<file path="src/rtl/software_timer_event_table_assert.svh">
// Assertion macros used by the timer table RTL.
`ifndef SOFTWARE_TIMER_EVENT_TABLE_ASSERT_SVH
`define SOFTWARE_TIMER_EVENT_TABLE_ASSERT_SVH

// Checked on every rising clock edge while reset is released.
`define STV_ASSERT(lbl, prop, msg) \
    lbl: assert property (@(posedge i_clk) disable iff (!i_rst_n) (prop)) else $error(msg);

// Checked on every rising clock edge, reset included.
`define STV_ASSERT_ALWAYS(lbl, prop, msg) \
    lbl: assert property (@(posedge i_clk) (prop)) else $error(msg);

`endif

</file>
<file path="src/rtl/stv_pkg.sv">
package stv_pkg;

    localparam int SLOTS_DEFAULT = 16;
    localparam int RESULT_CAP    = 16;

    localparam logic [1:0] OP_ACTIVATE = 2'd0;
    localparam logic [1:0] OP_TICK     = 2'd1;
    localparam logic [1:0] OP_SERVICE  = 2'd2;

    typedef struct packed {
        logic [1:0]  op;
        logic [7:0]  event_id;
        logic [31:0] delay_ms;
        logic        restart_mode;
    } t_in;

    typedef struct packed {
        logic [3:0] slot_index;
        logic       table_full;
        logic       fired;
        logic [7:0] fired_event;
        logic       last;
    } t_out;

    typedef struct packed {
        logic        active;
        logic [31:0] remaining;
        logic [7:0]  event_id;
    } t_slot;

endpackage

</file>
<file path="src/rtl/stv_cell.sv">
module stv_cell import stv_pkg::*; (
    input  logic  i_clk,
    input  logic  i_rst_n,
    input  logic  i_shift,
    input  logic  i_tick,
    input  t_slot i_slot,
    output t_slot o_slot
);

    logic        r_active;
    logic [31:0] r_remaining;
    logic [7:0]  r_event;

    always_ff @(posedge i_clk) begin
        if (!i_rst_n) begin
            r_active <= 1'b0;
        end else if (i_shift) begin
            r_active <= i_slot.active;
        end
    end

    always_ff @(posedge i_clk) begin
        if (i_shift) begin
            r_remaining <= i_slot.remaining;
            r_event     <= i_slot.event_id;
        end else if (i_tick && r_active && (r_remaining != 32'd0)) begin
            r_remaining <= r_remaining - 32'd1;
        end
    end

    assign o_slot = '{active: r_active, remaining: r_remaining, event_id: r_event};

endmodule

</file>
<file path="src/rtl/software_timer_event_table.sv">
// Channel  | Valid       | Ready       | Payload
// input    | i_in_valid  | o_in_ready  | i_in_data  (t_in)
// output   | o_out_valid | i_out_ready | o_out_data (t_out)
//
// The slots form a ring of cells that rotates one slot per cycle past the head except
// in a stall. A tick applies when taken; an activate rotates to search, then to apply;
// a service rotates once, then flushes. A service rotation pauses at an expired slot
// while an earlier expired slot waits to be reported and the output register still holds
// an untaken transaction. Reset clears every active bit and needs no clearing pass. A
// new input transaction is taken while the last result waits in the output register.
module software_timer_event_table import stv_pkg::*; #(
    parameter int SLOTS = SLOTS_DEFAULT
) (
    input  logic i_clk,
    input  logic i_rst_n,
    input  logic i_in_valid,
    output logic o_in_ready,
    input  t_in  i_in_data,
    output logic o_out_valid,
    input  logic i_out_ready,
    output t_out o_out_data
);

    `include "software_timer_event_table_assert.svh"

    localparam int IW = (SLOTS > 1) ? $clog2(SLOTS) : 1;
    localparam int CW = $clog2(RESULT_CAP + 1);

    localparam logic [2:0] S_IDLE    = 3'd0;
    localparam logic [2:0] S_SEARCH  = 3'd1;
    localparam logic [2:0] S_APPLY   = 3'd2;
    localparam logic [2:0] S_RESULT  = 3'd3;
    localparam logic [2:0] S_SERVICE = 3'd4;
    localparam logic [2:0] S_FLUSH   = 3'd5;

    logic [2:0]    r_state, n_state;
    logic [IW-1:0] r_pos, n_pos;
    logic          r_match, n_match;
    logic          r_free, n_free;
    logic [IW-1:0] r_match_idx, n_match_idx;
    logic [IW-1:0] r_free_idx, n_free_idx;
    logic [7:0]    r_ev, n_ev;
    logic [31:0]   r_delay, n_delay;
    logic          r_restart, n_restart;
    logic          r_pend_valid, n_pend_valid;
    logic [3:0]    r_pend_idx, n_pend_idx;
    logic [7:0]    r_pend_event, n_pend_event;
    logic [CW-1:0] r_count, n_count;
    logic          r_out_valid, n_out_valid;
    t_out          r_out, n_out;
    logic          n_load;

    t_slot         w_cell_q [SLOTS];
    t_slot         w_tail;
    t_slot         w_head;
    logic          w_accept, w_tick, w_shift, w_stall, w_expire, w_out_free, w_last_pos;
    logic          w_tgt_valid;
    logic [IW-1:0] w_tgt_idx;
    logic [IW+3:0] w_pos_ext, w_tgt_ext;

    assign w_head      = w_cell_q[0];
    assign o_in_ready  = (r_state == S_IDLE);
    assign w_accept    = i_in_valid && o_in_ready;
    assign w_tick      = w_accept && (i_in_data.op == OP_TICK);
    assign w_out_free  = !r_out_valid || i_out_ready;
    assign w_last_pos  = (r_pos == IW'(SLOTS - 1));
    assign w_tgt_valid = r_match || r_free;
    assign w_tgt_idx   = r_match ? r_match_idx : r_free_idx;
    assign w_pos_ext   = {4'b0000, r_pos};
    assign w_tgt_ext   = {4'b0000, w_tgt_idx};
    assign w_expire    = (r_state == S_SERVICE) && w_head.active &&
                         (w_head.remaining == 32'd0) && (r_count < CW'(RESULT_CAP));
    assign w_stall     = w_expire && r_pend_valid && !w_out_free;
    assign w_shift     = (r_state == S_SEARCH) || (r_state == S_APPLY) ||
                         ((r_state == S_SERVICE) && !w_stall);

    always_comb begin
        w_tail = w_head;
        if ((r_state == S_APPLY) && w_tgt_valid && (r_pos == w_tgt_idx)) begin
            if (r_match) begin
                if (r_restart) begin
                    w_tail.remaining = r_delay;
                end
            end else begin
                w_tail = '{active: 1'b1, remaining: r_delay, event_id: r_ev};
            end
        end else if (w_expire) begin
            w_tail.active = 1'b0;
        end
    end

    for (genvar k = 0; k < SLOTS; k++) begin : g_cell
        t_slot w_d;
        if (k == SLOTS - 1) begin : g_end
            assign w_d = w_tail;
        end else begin : g_mid
            assign w_d = w_cell_q[k + 1];
        end
        stv_cell u_cell (
            .i_clk   (i_clk),
            .i_rst_n (i_rst_n),
            .i_shift (w_shift),
            .i_tick  (w_tick),
            .i_slot  (w_d),
            .o_slot  (w_cell_q[k])
        );
    end

    always_comb begin
        n_state      = r_state;
        n_pos        = r_pos;
        n_match      = r_match;
        n_free       = r_free;
        n_match_idx  = r_match_idx;
        n_free_idx   = r_free_idx;
        n_ev         = r_ev;
        n_delay      = r_delay;
        n_restart    = r_restart;
        n_pend_valid = r_pend_valid;
        n_pend_idx   = r_pend_idx;
        n_pend_event = r_pend_event;
        n_count      = r_count;
        n_load       = 1'b0;
        n_out        = '0;
        case (r_state)
            S_IDLE: begin
                if (w_accept) begin
                    n_ev         = i_in_data.event_id;
                    n_delay      = i_in_data.delay_ms;
                    n_restart    = i_in_data.restart_mode;
                    n_pos        = '0;
                    n_match      = 1'b0;
                    n_free       = 1'b0;
                    n_pend_valid = 1'b0;
                    n_count      = '0;
                    case (i_in_data.op)
                        OP_ACTIVATE: n_state = S_SEARCH;
                        OP_SERVICE:  n_state = S_SERVICE;
                        default:     n_state = S_IDLE;
                    endcase
                end
            end
            S_SEARCH: begin
                if (w_head.active && (w_head.event_id == r_ev) && !r_match) begin
                    n_match     = 1'b1;
                    n_match_idx = r_pos;
                end
                if (!w_head.active && !r_free) begin
                    n_free     = 1'b1;
                    n_free_idx = r_pos;
                end
                n_pos = w_last_pos ? '0 : r_pos + IW'(1);
                if (w_last_pos) begin
                    n_state = S_APPLY;
                end
            end
            S_APPLY: begin
                n_pos = w_last_pos ? '0 : r_pos + IW'(1);
                if (w_last_pos) begin
                    n_state = S_RESULT;
                end
            end
            S_RESULT: begin
                if (w_out_free) begin
                    n_load           = 1'b1;
                    n_out.slot_index = w_tgt_valid ? w_tgt_ext[3:0] : 4'd0;
                    n_out.table_full = !w_tgt_valid;
                    n_out.last       = 1'b1;
                    n_state          = S_IDLE;
                end
            end
            S_SERVICE: begin
                if (!w_stall) begin
                    if (w_expire) begin
                        if (r_pend_valid) begin
                            n_load            = 1'b1;
                            n_out.slot_index  = r_pend_idx;
                            n_out.fired       = 1'b1;
                            n_out.fired_event = r_pend_event;
                        end
                        n_pend_valid = 1'b1;
                        n_pend_idx   = w_pos_ext[3:0];
                        n_pend_event = w_head.event_id;
                        n_count      = r_count + CW'(1);
                    end
                    n_pos = w_last_pos ? '0 : r_pos + IW'(1);
                    if (w_last_pos) begin
                        n_state = S_FLUSH;
                    end
                end
            end
            S_FLUSH: begin
                if (!r_pend_valid) begin
                    n_state = S_IDLE;
                end else if (w_out_free) begin
                    n_load            = 1'b1;
                    n_out.slot_index  = r_pend_idx;
                    n_out.fired       = 1'b1;
                    n_out.fired_event = r_pend_event;
                    n_out.last        = 1'b1;
                    n_pend_valid      = 1'b0;
                    n_state           = S_IDLE;
                end
            end
            default: begin
                n_state = S_IDLE;
            end
        endcase
    end

    assign n_out_valid = n_load || (r_out_valid && !i_out_ready);

    always_ff @(posedge i_clk) begin
        if (!i_rst_n) begin
            r_state      <= S_IDLE;
            r_pend_valid <= 1'b0;
            r_out_valid  <= 1'b0;
        end else begin
            r_state      <= n_state;
            r_pend_valid <= n_pend_valid;
            r_out_valid  <= n_out_valid;
        end
    end

    always_ff @(posedge i_clk) begin
        r_pos        <= n_pos;
        r_match      <= n_match;
        r_free       <= n_free;
        r_match_idx  <= n_match_idx;
        r_free_idx   <= n_free_idx;
        r_ev         <= n_ev;
        r_delay      <= n_delay;
        r_restart    <= n_restart;
        r_pend_idx   <= n_pend_idx;
        r_pend_event <= n_pend_event;
        r_count      <= n_count;
        if (n_load) begin
            r_out <= n_out;
        end
    end

    assign o_out_valid = r_out_valid;
    assign o_out_data  = r_out;

    `STV_ASSERT(a_no_overwrite, n_load |-> w_out_free, "result register overwritten")
    `STV_ASSERT(a_idle_no_pending, o_in_ready |-> !r_pend_valid, "pending result left behind")
    `STV_ASSERT(a_stall_holds, w_stall |=> $stable(r_pos), "ring advanced during a stall")
    `STV_ASSERT_ALWAYS(a_reset_idle, !i_rst_n |=> (o_in_ready && !o_out_valid),
        "block not idle after reset")

endmodule
</file>
<file path="config.mk">
export PLATFORM = sky130hd
export DESIGN_NAME = software_timer_event_table
export DESIGN_NICKNAME = d
export VERILOG_FILES = /design/src/rtl/stv_pkg.sv /design/src/rtl/stv_cell.sv /design/src/rtl/software_timer_event_table.sv
export VERILOG_INCLUDE_DIRS = /design/src /design/src/rtl
export SDC_FILE = /design/constraint.sdc
export NUM_CORES = 2
export LEC_CHECK = 0
export BUFFER_PORTS_ARGS = -buffer_cell sky130_fd_sc_hd__buf_4
export CAP_MARGIN = 10
export CELL_PAD_IN_SITES_DETAIL_PLACEMENT = 2
export CELL_PAD_IN_SITES_GLOBAL_PLACEMENT = 2
export CORE_MARGIN = 8
export CORE_UTILIZATION = 30
export CTS_CLUSTER_SIZE = 40
export DETAILED_ROUTE_END_ITERATION = 6
export HOLD_SLACK_MARGIN = 0.05
export PLACE_DENSITY_LB_ADDON = 0.3
export SYNTH_ARGS = -nofsm -noshare
export SYNTH_HDL_FRONTEND = slang
export SYNTH_SLANG_ARGS = --single-unit
</file>
<file path="constraint.sdc">
create_clock -name i_clk -period 6.4 [get_ports i_clk]
set_clock_uncertainty 0.15 [all_clocks]
set_input_delay 0.32 -clock i_clk [delete_from_list [all_inputs] [get_ports i_clk]]
set_output_delay 0.32 -clock i_clk [all_outputs]
set_load 0.05 [all_outputs]
</file>
# Yosys cells after proc, flatten, opt, wreduce, memory -nomap -nowiden
# Cells that the tools add are included.
[totals] ff_bits=748 input_bits=47 out_inout_bits=17 elab_cells=303
[op_classes] n_addsub=18 n_lt_le_gt_ge=1 eq_ne=18 mux=88 bitwise_logic=1 reduce_logical=110
[op_table] op="$mux 32" count=34
[op_table] op="$reduce_bool 32->1" count=16
[op_table] op="$sub 32x1->32 const B" count=16
[op_table] op="$logic_and 1x1->1" count=46
[op_table] op="$mux 4" count=10
[op_table] op="$mux 40" count=1
[op_table] op="$reduce_bool 2->1" count=18
[op_table] op="$logic_not 32->1" count=1
[op_table] op="$mux 9" count=3
[op_table] op="$pmux 4 s3" count=2
[op_table] op="$mux 3" count=7
[op_table] op="$mux 10" count=2
[op_table] op="$mux 5" count=4
[op_table] op="$pmux 3 s6" count=1
[op_table] op="$pmux 9 s2" count=1
[op_table] op="$mux 1" count=15
[op_table] op="$reduce_and 3->1" count=4
[op_table] op="$ne 2x2->1 const B" count=5
[op_table] op="$pmux 5 s2" count=1
[op_table] op="$eq 8x8->1" count=1
[op_table] op="$logic_not 1->1" count=8
[op_table] op="$mux 8" count=1
[op_table] op="$reduce_and 2->1" count=4
[op_table] op="$reduce_and 4->1" count=2
[op_table] op="other kinds (21)" count=33

# Depth between registers and ports, before layout
[logic_depth] depth_word=10 ltp_mapped=12 ltp_nobuf=8

# Cells and area by module
# From an unflattened synthesis, not the netlist that was laid out.
[hier_totals] cells_unflattened=3869 area_unflattened_um2=42059.1
[modules_own_cells] module="stv_cell (g_cell[0].u_cell ...)" instances=8 cells_per_inst=224 area_per_inst_um2=2337.2 seq_area_each_um2=1221.2
[modules_own_cells] module="stv_cell (g_cell[2].u_cell ...)" instances=7 cells_per_inst=223 area_per_inst_um2=2386.0 seq_area_each_um2=1221.2
[modules_own_cells] module="software_timer_event_table" instances=1 cells_per_inst=300 area_per_inst_um2=4351.7 seq_area_each_um2=2712.6
[modules_own_cells] module="stv_cell (g_cell[9].u_cell)" instances=1 cells_per_inst=216 area_per_inst_um2=2307.2 seq_area_each_um2=1221.2

# Worst setup path after synthesis
# No wires, ideal clock.
[synth_path] kind="register -> register" start="register r_state[1]" end="register g_cell[0].u_cell.r_event[0], enable pin" setup_ps=543 arrival_ps=5392 required_ps=5707 slack_ps=315 path_stages_with_launch=9 n_path_buf=4 period_less_slack_ps=6085 path_cell_list="dfxtp_1 -> clkbuf_1 -> or3b_1 -> o21ai_0 -> o41ai_4 -> inv_2 -> buf_2 -> buf_6 -> clkbuf_1"
[synth_between] elab_chain_cells=9 word_cells_on_any_way=12 cone_classes="eq/ne (3); reduce/logical (9)"
[synth_rtl] item="start: declaration" line="software_timer_event_table.sv:36" rtl="logic [2:0] r_state, n_state;"
[synth_rtl] item="start signal: assignment" line="software_timer_event_table.sv:219" rtl="r_state <= n_state;"
[synth_rtl] item="$eq 3x3->1" line="software_timer_event_table.sv:71, software_timer_event_table.sv:75"
[synth_rtl] item="$logic_and 1x1->1 (2 in a row)" line="software_timer_event_table.sv:71" rtl="assign w_expire = (r_state == S_SERVICE) && w_head.active &&"
[synth_rtl] item="$logic_and 1x1->1" line="software_timer_event_table.sv:72" rtl="(w_head.remaining == 32'd0) && (r_count < CW'(RESULT_CAP));"
[synth_rtl] item="$logic_and 1x1->1 (2 in a row)" line="software_timer_event_table.sv:73" rtl="assign w_stall = w_expire && r_pend_valid && !w_out_free;"
[synth_rtl] item="$logic_not 1->1"
[synth_rtl] item="$logic_and 1x1->1" line="software_timer_event_table.sv:75" rtl="((r_state == S_SERVICE) && !w_stall);"
[synth_rtl] item="$logic_or 1x1->1 *" line="software_timer_event_table.sv:74" rtl="assign w_shift = (r_state == S_SEARCH) || (r_state == S_APPLY) ||"
[synth_rtl] item="end signal: assignment" line="stv_cell.sv:25" rtl="r_event <= i_slot.event_id;"
[synth_rtl] item="end: declaration" line="stv_cell.sv:12" rtl="logic [7:0] r_event;"
# Mark *: on every way between the ends. The rest lies on a longest branch, timed or not.
# A chain may end at the register's enable or synchronous reset.

# Worst setup path in the final report
[layout_path] start="register g_cell[0].u_cell.r_remaining[11]" end="register g_cell[13].u_cell.r_remaining[23], enable pin"
[layout_between] elab_chain_cells=9
[layout_rtl] item="start: declaration" line="stv_cell.sv:11" rtl="logic [31:0] r_remaining;"
[layout_rtl] item="start signal: assignment" line="stv_cell.sv:24" rtl="r_remaining <= i_slot.remaining;"
[layout_rtl] item="start signal: assignment" line="stv_cell.sv:27" rtl="r_remaining <= r_remaining - 32'd1;"
[layout_rtl] item="$logic_not 32->1" line="software_timer_event_table.sv:72"
[layout_rtl] item="$logic_and 1x1->1" line="software_timer_event_table.sv:71"
[layout_rtl] item="$logic_and 1x1->1" line="software_timer_event_table.sv:72"
[layout_rtl] item="$logic_and 1x1->1 (2 in a row)" line="software_timer_event_table.sv:73"
[layout_rtl] item="$logic_not 1->1"
[layout_rtl] item="$logic_and 1x1->1" line="software_timer_event_table.sv:75"
[layout_rtl] item="$logic_or 1x1->1" line="software_timer_event_table.sv:74"
[layout_rtl] item="$reduce_bool 2->1 (no source line)"
[layout_rtl] item="end signal: assignment" line="stv_cell.sv:24"
[layout_rtl] item="end signal: assignment" line="stv_cell.sv:27"
[layout_rtl] item="end: declaration" line="stv_cell.sv:11"
# No other way between the ends.

==> flow_metrics.tcl <==
set metrics [dict create \
    outcome "finished, final reports clean" \
    die_w_um 376.1 \
    postRouteAntennaNets 0 \
    layout-drive-gt1-share 0.07577 \
    synth_area_leaders "edfxtp_1 (56%), xnor2_1 (6.6%), nand2_1 (5.1%)" \
    cellPowerDensity_mw_per_mm2 653.3 \
    worstPathArrival_ns 4.82 \
    fin_crit_ns 4.572 \
    first_iter_violations 1933 \
    grt_max_degree 147 \
    numPortBuffers 63 \
    fill_cells 13840 \
    vias 28880 \
    syn_nets 3711 \
    core_area_mm2 0.1292 \
    synth_area_mm2 0.03891 \
    synthArstFlopShare 0 \
    setup_violations 0 \
    critPathMaxFanout 124 \
    clock-root-buffer "clkbuf_16" \
    antenna_found_initial 3 \
    critical_path.cell_chain "nor4_1 -> nand2_1 -> o41ai_4 -> buf_12 -> buf_4 -> nand2_1 -> buf_4" \
    synth-simple-area-share 0.1864 \
    die_area_mm2 0.1415 \
    dr.pass1.iters 5 \
    synth.top_cell.area_share 0.5611 \
    cts_buffers 85 \
    synth_compound_area_frac 0.1010 \
    via_per_inst 5.285 \
    cp_slowest_stage_delay_ns 0.70 \
    gp_congestion 0.7872 \
    synth_edf_count 727 \
    slowest_stage "buf_4" \
    critPathCaptureType "flip-flop" \
    cts_num_sinks 748 \
    synth_xor_area_frac 0.09928 \
    synthMuxAreaShare 0.003859 \
    synth_flop_cell "edfxtp_1" \
    grt_pass1_wl_um 196300 \
    hold_path_class "in2reg" \
    netlist_instances 3630 \
    cts_tree "yes" \
    worstSetupStartpointType "flip-flop" \
    area_growth_pct 13.76 \
    ir_drop_mv 0.6756 \
    synth_area_leader_cell "edfxtp_1" \
    ys_seq_area_frac 0.5719 \
    drt_wl_total_um 128000 \
    crit_required_ns 6.65 \
    hold_viol_final 0 \
    relSlewSlack 0.1816 \
    synth_common_cells "edfxtp_1 (727), nand2_1 (524), o21ai_1 (380), xnor2_1 (291), nor2_1 (245)" \
    cts_buffer_depth 3 \
    clk_pin_slew_ns 0.06 \
    leakage_uw 0.01291 \
    syn_area_per_cell_um2 10.72 \
    synth_most_common_cell "edfxtp_1" \
    synth.distinct_cells 63 \
    drv_slew 0 \
    routedWlPerCell_um 23.41 \
    clk_latency_ns 0.70 \
    num_rows 132 \
    worstMarginPinSlew_ns 1.225 \
    grt_overflow_total 0 \
    rsz0062_at_grt "no" \
    drv_cap 0 \
    start_util 0.3012 \
    fin_tns_setup_ns 0 \
    top_level_ports 64 \
    ys_ff_latch 748 \
    die_h_um 376.1 \
    synth_warnings 0 \
    final_util 0.3427 \
    synth_top_family_by_area "simple AND/OR/NAND/NOR gates" \
    grt_pass1_vias 30690 \
    route.detailed.drc 0 \
    fin_ws_ns 1.828 \
    grt_usage 0.1759 \
    yosys.area_share.adder 0.01093 \
    cts_max_level 3 \
    num-nets-final 3736 \
    power_uw 28920 \
    hpwl_um 89970 \
    post-place-ws_ns 1.886 \
    crit_type "reg2reg" \
    max_freq_mhz 218.7 \
    period_share 0.7143 \
]
==> cell usage in the layout (no fill, tap or decap), types with 85 or more instances in the layout <==
cell,count
clkbuf_16,85
nor2_1,245
nor4_1,148
a31oi_1,86
edfxtp_1,727
xnor2_1,291
buf_4,100
nor3_1,132
o21ai_1,380
nand2_1,524
xor2_1,150
==> cell type report <==
cell class              count  area [um^2]  share of cell area
clock buffers             113         2272             0.05134
flip-flops and latches    748        22250              0.5027
inverters                  42        165.2            0.003732
multi-input cells        2628        15690              0.3544
repair buffers            150         1282             0.02898
well taps                1742         2180             0.04925
clock inverters            41        421.7            0.009527
diodes                      1        2.502          0.00005654
==> final timing paths <==
path	to	depth (start not counted)	slack, ns	startpoint
max reg2reg	g_cell[13].u_cell.r_remaining[23]$_DFFE_PP_	7	1.83	g_cell[0].u_cell.r_remaining[11]$_DFFE_PP_
min	r_pend_valid$_SDFFE_PN0P_	5	0.13	i_in_valid
min reg2reg	g_cell[8].u_cell.r_event[7]$_DFFE_PN_	0	0.26	g_cell[9].u_cell.r_event[7]$_DFFE_PN_
max	g_cell[13].u_cell.r_remaining[23]$_DFFE_PP_	7	1.83	g_cell[0].u_cell.r_remaining[11]$_DFFE_PP_
==> where the power goes <==
| part | total, uW | internal (uW) | switching [uW] |
|---|---|---|---|
| Combinational | 10500 | 3390 | 7130 |
| Sequential | 13500 | 10200 | 3360 |
| Clock | 4880 | 2720 | 2150 |
==> routing by layer <==
layer	track usage	vias up	wire, um
li1	-	13450	-
met1	0.2302	14850	57630
met2	0.3075	409	63570
met3	0.02264	162	3483
met4	0.04438	2	3261
met5	0	-	13
==> state kept, by name, summed over array words and instances, names as in the netlist <==
| signal | count |
|---|---|
| r_restart | 1 |
| o_out_valid | 1 |
| r_state | 3 |
| r_match_idx | 4 |
| r_match | 1 |
| r_delay | 32 |
| r_pos | 4 |
| g_cell.u_cell.r_remaining | 512 |
| g_cell.u_cell.r_event | 128 |
| r_pend_idx | 4 |
| o_out_data | 15 |
| r_ev | 8 |
| r_pend_valid | 1 |
| r_pend_event | 8 |
| r_free | 1 |
| r_free_idx | 4 |
| r_count | 5 |
| g_cell.u_cell.r_active | 16 |
==> kinds of logic after synthesis <==
group | after synthesis
AOI/OAI and AO/OA | 690
muxes | 14
xor gates and xnor gates | 441
and+or+nand+nor | 1449
DFF | 748
adders and majority gates | 34
buffers and inverters | 254
==> metrics by stage <==
stage | instances | area, um^2 | hold slack (ns)
6_report | 5465 | 44260 | 0.1260
5_1_grt | 5464 | 44260 | 0.1595
4_1_cts | 5463 | 44250 | 0.06388
3_5_place_dp | 5263 | 41090 | 0.2555
3_3_place_gp | 5263 | 41090 | 0.2507
2_1_floorplan | 3630 | 38910 | 0.2503
==> what timing repair did <==
action,CTS,global route
hold buffers,46,0
setup buffers,0,0
hold endpoints to repair,62,0
resized for setup,0,0
==> worst max-delay path, delay by kind of cell (launching register included) <==
family                 cells  cell delay, ns
AOI/OAI and AO/OA          1            0.69
buffers and inverters      3            1.50
DFF                        1            0.44
and+or+nand+nor            3            1.34
Power figures use the tool's default switching activity.
